### src/rtl/crcdf_pkg.sv
// shared types and constants for the crc32 frame deframer
`timescale 1ns / 1ps

package crcdf_pkg;

    // start flag "GUIM", big-endian as it arrives on the wire
    localparam logic [31:0] FLAG_WORD = 32'h4755494D;
    // reflected crc-32 polynomial
    localparam logic [31:0] CRC_POLY  = 32'hEDB88320;
    localparam logic [31:0] CRC_INIT  = 32'hFFFFFFFF;
    localparam logic [15:0] SKIP_MAX  = 16'hFFFF;

    typedef enum logic [2:0] {
        PH_HUNT    = 3'd0,
        PH_ID      = 3'd1,
        PH_LEN     = 3'd2,
        PH_PAYLOAD = 3'd3,
        PH_CRC     = 3'd4
    } phase_t;

    typedef enum logic {
        KIND_PAYLOAD   = 1'b0,
        KIND_FRAME_END = 1'b1
    } kind_t;

    typedef enum logic {
        STATUS_OK       = 1'b0,
        STATUS_MISMATCH = 1'b1
    } status_t;

    typedef struct packed {
        logic        kind;
        logic [7:0]  payload_byte;
        logic [31:0] message_id;
        logic [31:0] payload_length;
        logic        status;
        logic [15:0] skipped_count;
    } result_t;

endpackage

### src/rtl/crcdf_crc_byte.sv
// byte-wise crc-32 update, reflected polynomial
`timescale 1ns / 1ps

module crcdf_crc_byte (
    input  logic [31:0] crc_in,
    input  logic [7:0]  data_in,
    output logic [31:0] crc_out
);
    import crcdf_pkg::*;

    logic [31:0] c;

    always_comb begin
        c = crc_in ^ {24'd0, data_in};
        for (int i = 0; i < 8; i++) begin
            if (c[0]) begin
                c = (c >> 1) ^ CRC_POLY;
            end else begin
                c = c >> 1;
            end
        end
        crc_out = c;
    end

endmodule

### src/rtl/crc32_frame_deframer_unit.sv
// top level of the start-flag / length / crc-32 byte stream deframer
`timescale 1ns / 1ps

// channel   direction  ports                                     one request carries
// s_        in         s_valid s_ready s_data_byte               one stream byte
// m_        out        m_valid m_ready m_kind m_payload_byte     one payload byte or
//                      m_message_id m_payload_length m_status    one frame-end summary
//                      m_skipped_count
//
// one byte per cycle while s_ready is high: the frame state and the running crc
// (one byte-wide crc update) settle at the edge that accepts a byte, and any result
// lands in the output stage (output register, or skid register if that is busy) at
// that same edge, so with a free output register it shows on m_ the cycle after.
// reset (aresetn low, synchronous) puts the block into flag hunting with an
// empty output stage.
// a two-entry output stage (output register plus skid register) keeps s_ready
// high while one result waits; s_ready drops only when both entries are full.

module crc32_frame_deframer_unit (
    input  logic        aclk,
    input  logic        aresetn,

    input  logic        s_valid,
    output logic        s_ready,
    input  logic [7:0]  s_data_byte,

    output logic        m_valid,
    input  logic        m_ready,
    output logic        m_kind,
    output logic [7:0]  m_payload_byte,
    output logic [31:0] m_message_id,
    output logic [31:0] m_payload_length,
    output logic        m_status,
    output logic [15:0] m_skipped_count
);
    import crcdf_pkg::*;

    // frame state
    phase_t      phase_reg,  phase_next;
    logic [31:0] window_reg, window_next;      // last four bytes while hunting
    logic [1:0]  fcnt_reg,   fcnt_next;        // bytes taken of current 4-byte field
    logic [31:0] id_reg,     id_next;
    logic [31:0] len_reg,    len_next;
    logic [31:0] remain_reg, remain_next;      // payload bytes still to come
    logic [31:0] crc_reg,    crc_next;         // running crc, not yet inverted
    logic [31:0] rxcrc_reg,  rxcrc_next;       // crc field as received
    logic [15:0] skip_reg,   skip_next;        // discarded bytes, saturating

    // output stage
    result_t     main_reg,   main_next;
    logic        main_valid_reg, main_valid_next;
    result_t     skid_reg,   skid_next;
    logic        skid_valid_reg, skid_valid_next;

    logic        accept;
    logic        pop;
    logic        push;
    logic        res_valid;
    result_t     res;
    logic [31:0] crc_upd;
    logic [31:0] window_shift;
    logic [31:0] len_shift;
    logic [31:0] rxcrc_shift;

    assign s_ready = ~skid_valid_reg;
    assign accept  = s_valid & s_ready;
    assign pop     = main_valid_reg & m_ready;
    assign push    = accept & res_valid;

    assign window_shift = {window_reg[23:0], s_data_byte};
    assign len_shift    = {len_reg[23:0], s_data_byte};
    assign rxcrc_shift  = {rxcrc_reg[23:0], s_data_byte};

    // crc of the running value with the incoming byte
    crcdf_crc_byte u_crc (
        .crc_in  (crc_reg),
        .data_in (s_data_byte),
        .crc_out (crc_upd)
    );

    // next frame state
    always_comb begin
        phase_next  = phase_reg;
        window_next = window_reg;
        fcnt_next   = fcnt_reg;
        id_next     = id_reg;
        len_next    = len_reg;
        remain_next = remain_reg;
        crc_next    = crc_reg;
        rxcrc_next  = rxcrc_reg;
        skip_next   = skip_reg;

        if (accept) begin
            case (phase_reg)
                PH_HUNT: begin
                    window_next = window_shift;
                    if (window_shift == FLAG_WORD) begin
                        phase_next = PH_ID;
                        fcnt_next  = 2'd0;
                        crc_next   = CRC_INIT;
                    end else if (fcnt_reg == 2'd3) begin
                        // the first three bytes are never counted as skipped
                        if (skip_reg != SKIP_MAX) begin
                            skip_next = skip_reg + 16'd1;
                        end
                    end else begin
                        fcnt_next = fcnt_reg + 2'd1;
                    end
                end
                PH_ID: begin
                    id_next   = {id_reg[23:0], s_data_byte};
                    crc_next  = crc_upd;
                    fcnt_next = fcnt_reg + 2'd1;
                    if (fcnt_reg == 2'd3) begin
                        phase_next = PH_LEN;
                    end
                end
                PH_LEN: begin
                    len_next  = len_shift;
                    crc_next  = crc_upd;
                    fcnt_next = fcnt_reg + 2'd1;
                    if (fcnt_reg == 2'd3) begin
                        remain_next = len_shift;
                        // zero length goes straight to the crc field
                        phase_next  = (len_shift == 32'd0) ? PH_CRC : PH_PAYLOAD;
                    end
                end
                PH_PAYLOAD: begin
                    crc_next    = crc_upd;
                    remain_next = remain_reg - 32'd1;
                    if (remain_reg == 32'd1) begin
                        fcnt_next  = 2'd0;
                        phase_next = PH_CRC;
                    end
                end
                PH_CRC: begin
                    rxcrc_next = rxcrc_shift;
                    fcnt_next  = fcnt_reg + 2'd1;
                    if (fcnt_reg == 2'd3) begin
                        // frame done: clear everything and hunt again
                        phase_next  = PH_HUNT;
                        window_next = 32'd0;
                        fcnt_next   = 2'd0;
                        id_next     = 32'd0;
                        len_next    = 32'd0;
                        remain_next = 32'd0;
                        crc_next    = CRC_INIT;
                        rxcrc_next  = 32'd0;
                        skip_next   = 16'd0;
                    end
                end
                default: begin
                    phase_next  = PH_HUNT;
                    window_next = 32'd0;
                    fcnt_next   = 2'd0;
                    id_next     = 32'd0;
                    len_next    = 32'd0;
                    remain_next = 32'd0;
                    crc_next    = CRC_INIT;
                    rxcrc_next  = 32'd0;
                    skip_next   = 16'd0;
                end
            endcase
        end
    end

    // result for the byte at the input
    always_comb begin
        res_valid          = 1'b0;
        res.kind           = KIND_PAYLOAD;
        res.payload_byte   = 8'd0;
        res.message_id     = id_reg;
        res.payload_length = len_reg;
        res.status         = STATUS_OK;
        res.skipped_count  = skip_reg;

        case (phase_reg)
            PH_PAYLOAD: begin
                res_valid        = 1'b1;
                res.payload_byte = s_data_byte;
            end
            PH_CRC: begin
                if (fcnt_reg == 2'd3) begin
                    res_valid  = 1'b1;
                    res.kind   = KIND_FRAME_END;
                    res.status = (rxcrc_shift != ~crc_reg) ? STATUS_MISMATCH : STATUS_OK;
                end
            end
            default: begin
                res_valid = 1'b0;
            end
        endcase
    end

    // output register plus skid register
    always_comb begin
        main_next       = main_reg;
        main_valid_next = main_valid_reg;
        skid_next       = skid_reg;
        skid_valid_next = skid_valid_reg;

        if (!main_valid_reg) begin
            main_next       = res;
            main_valid_next = push;
        end else if (pop) begin
            if (skid_valid_reg) begin
                main_next       = skid_reg;
                skid_next       = res;
                skid_valid_next = push;
            end else begin
                main_next       = res;
                main_valid_next = push;
            end
        end else if (push) begin
            skid_next       = res;
            skid_valid_next = 1'b1;
        end
    end

    always_ff @(posedge aclk) begin
        if (!aresetn) begin
            phase_reg      <= PH_HUNT;
            window_reg     <= 32'd0;
            fcnt_reg       <= 2'd0;
            id_reg         <= 32'd0;
            len_reg        <= 32'd0;
            remain_reg     <= 32'd0;
            crc_reg        <= CRC_INIT;
            rxcrc_reg      <= 32'd0;
            skip_reg       <= 16'd0;
            main_valid_reg <= 1'b0;
            skid_valid_reg <= 1'b0;
        end else begin
            phase_reg      <= phase_next;
            window_reg     <= window_next;
            fcnt_reg       <= fcnt_next;
            id_reg         <= id_next;
            len_reg        <= len_next;
            remain_reg     <= remain_next;
            crc_reg        <= crc_next;
            rxcrc_reg      <= rxcrc_next;
            skip_reg       <= skip_next;
            main_valid_reg <= main_valid_next;
            skid_valid_reg <= skid_valid_next;
        end
    end

    // payload of the output stage, no reset needed
    always_ff @(posedge aclk) begin
        main_reg <= main_next;
        skid_reg <= skid_next;
    end

    assign m_valid          = main_valid_reg;
    assign m_kind           = main_reg.kind;
    assign m_payload_byte   = main_reg.payload_byte;
    assign m_message_id     = main_reg.message_id;
    assign m_payload_length = main_reg.payload_length;
    assign m_status         = main_reg.status;
    assign m_skipped_count  = main_reg.skipped_count;

endmodule
### config.mk
export PLATFORM = sky130hd
export DESIGN_NAME = crc32_frame_deframer_unit
export DESIGN_NICKNAME = d
export VERILOG_FILES = /design/src/rtl/crcdf_pkg.sv /design/src/rtl/crcdf_crc_byte.sv /design/src/rtl/crc32_frame_deframer_unit.sv
export SDC_FILE = /design/constraint.sdc
export NUM_CORES = 1
export LEC_CHECK = 0
export BUFFER_PORTS_ARGS = -buffer_cell sky130_fd_sc_hd__buf_4
export CORE_ASPECT_RATIO = 0.9
export CORE_UTILIZATION = 55
export DETAILED_ROUTE_END_ITERATION = 7
export PLACE_DENSITY = 0.77
export RECOVER_POWER = 50
export SYNTH_ARGS = -nofsm -noshare
export SYNTH_HDL_FRONTEND = slang
export SYNTH_SLANG_ARGS = --single-unit
### constraint.sdc
create_clock -name aclk -period 6.4 [get_ports aclk]
set_input_delay 1.28 -clock aclk [delete_from_list [all_inputs] [get_ports aclk]]
set_output_delay 1.28 -clock aclk [all_outputs]
set_load 0.05 [all_outputs]
==> flow_metrics.py <==
metrics = {
    "synth": {
        "synth_edf_count": 180,
        "yosysUniqueCellTypes": 72,
        "async_reset_ff_frac": 0,
        "avgSynthCellArea_sq_um": 9.85,
        "yosysSeqAreaShare": 0.572,
        "synth_fp_nets": 1684,
        "ys.flop_type": "dfxtp_1",
        "postSynthCellCount": 1666,
        "synth_area_sq_um": 16400,
        "yosys_warnings": 0,
        "ys_ff_latch": 379,
    },
    "global_routing": {
        "use_met1": 0.338,
        "grt_max_degree": 109,
        "grt_use_total": 0.245,
        "grtUsageMet3": 0.0314,
        "grt_pass1_wl_um": 60400,
        "busiest_layer": "met2",
        "grt_overflow": 0,
        "use_met2": 0.406,
        "antenna_found_initial": 0,
        "grt_pass1_vias": 11700,
    },
    "worst_setup_path": {
        "critPathArrivalTime_ns": 5.00,
        "worstPathMaxFanout": 83,
        "worst_setup_path_start_kind": "input port",
        "worst_path_most_repeated_cell": "clkbuf_1",
        "crit_path_end_kind": "register",
        "reg2reg_depth": 2,
        "slowest_stage": "clkbuf_1",
        "criticalPathCategory": "in2reg",
        "r2r-start": "m_valid",
        "slowest_delay_ns": 3.09,
        "r2r_end": "m_payload_length[9]",
        "regToRegSetupSlack_ns": 2.06,
        "crit_chain": "clkbuf_1 -> inv_1 -> nand2_1 -> clkbuf_1",
        "worstPathRequired_ns": 6.42,
    },
    "pwr": {
        "vdd_ir_drop_max_mv": 0.191,
        "p_leak_uw": 0.00676,
        "clkPwrFrac": 0.454,
        "p_sw_frac": 0.220,
        "p_sw_uw": 1160,
        "p_per_area_nw_per_um2": 284,
        "pwr-share-seq": 0.486,
        "intPower_uw": 4090,
        "p_comb_frac": 0.060,
    },
    "sta": {
        "max_slew_margin": -1.94,
        "finalSetupTns_ns": 0,
        "tightestPinTransition_ns": 4.41,
        "rsz0062_at_grt": "no",
        "fmax_mhz": 201,
        "fin_crit_ns": 4.97,
        "skew_ns": 0.0264,
        "fin_crit_sh": 0.777,
        "hold_viol": 0,
        "slew_violations": 279,
        "setup_viol": 0,
    },
    "cells_and_area": {
        "n_fill_cell": 2360,
        "final_cell_area_sq_um": 18500,
        "largest_reg_flops": 90,
        "area_delta_synth_final_pct": 12.8,
        "multi_input_area_sq_um": 6530,
        "nets": 1735,
        "drive_gt1_frac": 0.0847,
        "diodes": 0,
        "regArea_sq_um": 9390,
    },
    "run_status": {
        "status": "finished, violations left",
        "violations": "capacitance limit, slew limit",
    },
    "floorplan": {
        "ios": 104,
        "die-area_sq_um": 30500,
        "rows": 59,
        "die_x_um": 184,
        "start_util": 0.563,
        "core_sq_um": 29200,
        "dieHeight_um": 166,
    },
    "hold_path": {
        "hold_depth": 2,
        "hp-start": "window_reg[21]",
        "hold_path_class": "reg2reg",
        "hold-path-endpoint": "window_reg[21]",
    },
    "routing": {
        "wire_per_inst_um": 17.6,
        "drt-initial-drc-count": 1152,
        "dr.pass1.iters": 6,
        "route.vias.total": 12400,
        "drcViolationCount": 0,
        "vias_per_cell": 5.77,
        "antenna_left": 0,
        "wl_um": 37700,
    },
    "placed_design": {
        "dpl_cell_area_sq_um": 17400,
        "dp_hpwl_um": 23500,
        "io_buffers": 103,
        "gp_congestion": 0.895,
    },
    "cts": {
        "cts_setup_buffers": 0,
        "cts_tree": "yes",
        "cts-resized-gates": 0,
        "clkTransAtPathRegs_ns": 0.06,
        "htreeDepth": 2,
        "ctsHoldBuffers": 0,
        "root_buffer": "clkbuf_16",
        "clock_path_buffers": 3,
        "clk_latency_ns": 0.54,
        "cts.sinks": 379,
        "cts_inserted_buffers": 39,
    },
    "flow_run": {
        "cap_violations": 4,
    },
}
-- synth_stat cells, types with 13 or more instances --
library cell  count  area share
a21boi_0         69       0.032
a21oi_1          63       0.019
a22oi_1          34       0.016
and2_1           18      0.0069
clkbuf_1         85       0.019
dfxtp_1         199        0.24
edfxtp_1        180        0.33
inv_1            15      0.0034
nand2_1         422       0.097
nand3_1          73       0.022
nand4_1          15      0.0057
nor2_1           57       0.013
nor2b_1          34       0.013
nor3_1           34       0.010
nor4_1           20      0.0076
o21ai_0          79       0.024
o22ai_1          13      0.0050
or3_1            15      0.0057
xnor2_1          83       0.044
xor2_1           14      0.0075
-- worst max-delay path by stage --
stage              startpoint                  end  slack [ns]
6_report              m_ready  m_payload_length[9]        1.43
3_5_place_dp          s_valid         skip_reg[11]        2.23
5_1_grt               m_ready  m_payload_length[9]        1.08
2_1_floorplan         s_valid          skid_reg[0]        0.16
4_1_cts          phase_reg[2]          skip_reg[9]        2.52
3_3_place_gp   s_data_byte[4]          skip_reg[3]        2.36
-- per-layer routing --
layer  up-vias  part of all wire
met5         -                 0
met4         0             0.021
met3        70             0.058
met2       453              0.48
met1      5919              0.44
li1       5936                 -
-- power groups by stage --
stage / Sequential (uW) / Clock (uW) / Combinational, uW
finish: 2550 / 2380 / 316
global route: 2550 / 2510 / 340
CTS: 2550 / 2410 / 313
detailed placement: 2610 / 0 / 311
global placement: 2600 / 0 / 306
floorplan: 2600 / 0 / 243
-- critical path, delay by kind of cell --
| kind | cells | cell delay [ns] |
|---|---|---|
| buffers and inverters | 3 | 3.32 |
| AND/OR/NAND/NOR | 1 | 0.28 |
-- cells by family (layout without fill, tap and decap cells) --
kind of cell / after synthesis / after routing / synth area share
DFF: 379 / 379 / 0.572
AOI/OAI and AO/OA: 311 / 311 / 0.123
muxes: 9 / 9 / 0.00610
adders and majority gates: 6 / 6 / 0.00457
and+or+nand+nor: 737 / 737 / 0.207
buffers and inverters: 125 / 207 / 0.0335
xor gates and xnor gates: 99 / 99 / 0.0541
-- cell type report --
type,instances,share of cell area
clock buffer,60,0.0658
clock inverter,12,0.00980
inverter,15,0.00304
multi-input combinational,1162,0.353
sequential,379,0.507
tap,396,0.0268
timing repair buffer,120,0.0349
-- through the flow --
stage	std cells	hold WS, ns	util	power [uW]	worst slack, ns
floorplan	1666	0.430	-	2850	0.163
global placement	2072	0.438	0.596	2910	2.36
detailed placement	2072	0.448	0.596	2920	2.23
CTS	2144	0.457	0.644	5280	2.52
global route	2144	0.469	0.635	5410	1.08
finish	2144	0.455	0.635	5250	1.43
-- cells in the final DEF (no fill, tap or decap), types with 4 or more instances in the layout --
cell type	synthesis	routed
nor4_1	20	20
nor2_1	57	53
o31ai_1	5	5
inv_1	15	15
edfxtp_1	180	180
nor3_1	34	32
o211ai_1	9	9
mux2_2	8	6
clkbuf_8	3	12
clkbuf_1	85	75
nor2b_1	34	34
and2_0	0	8
and3_1	11	11
a21oi_1	63	61
o21ai_0	79	78
o22ai_1	13	13
or4_1	8	8
nand4_1	15	15
dfxtp_1	199	199
nand3_1	73	73
clkbuf_16	0	41
a22oi_1	34	34
a32o_1	6	6
and2_1	18	10
or3_1	15	15
xnor2_1	83	83
buf_4	2	51
xor2_1	14	14
nand2_1	422	422
a21boi_0	69	69
nor4bb_1	4	4
ha_1	6	6
a22o_1	4	4
nor3b_1	4	4
Note: power is estimated with default switching activity, not from simulation.
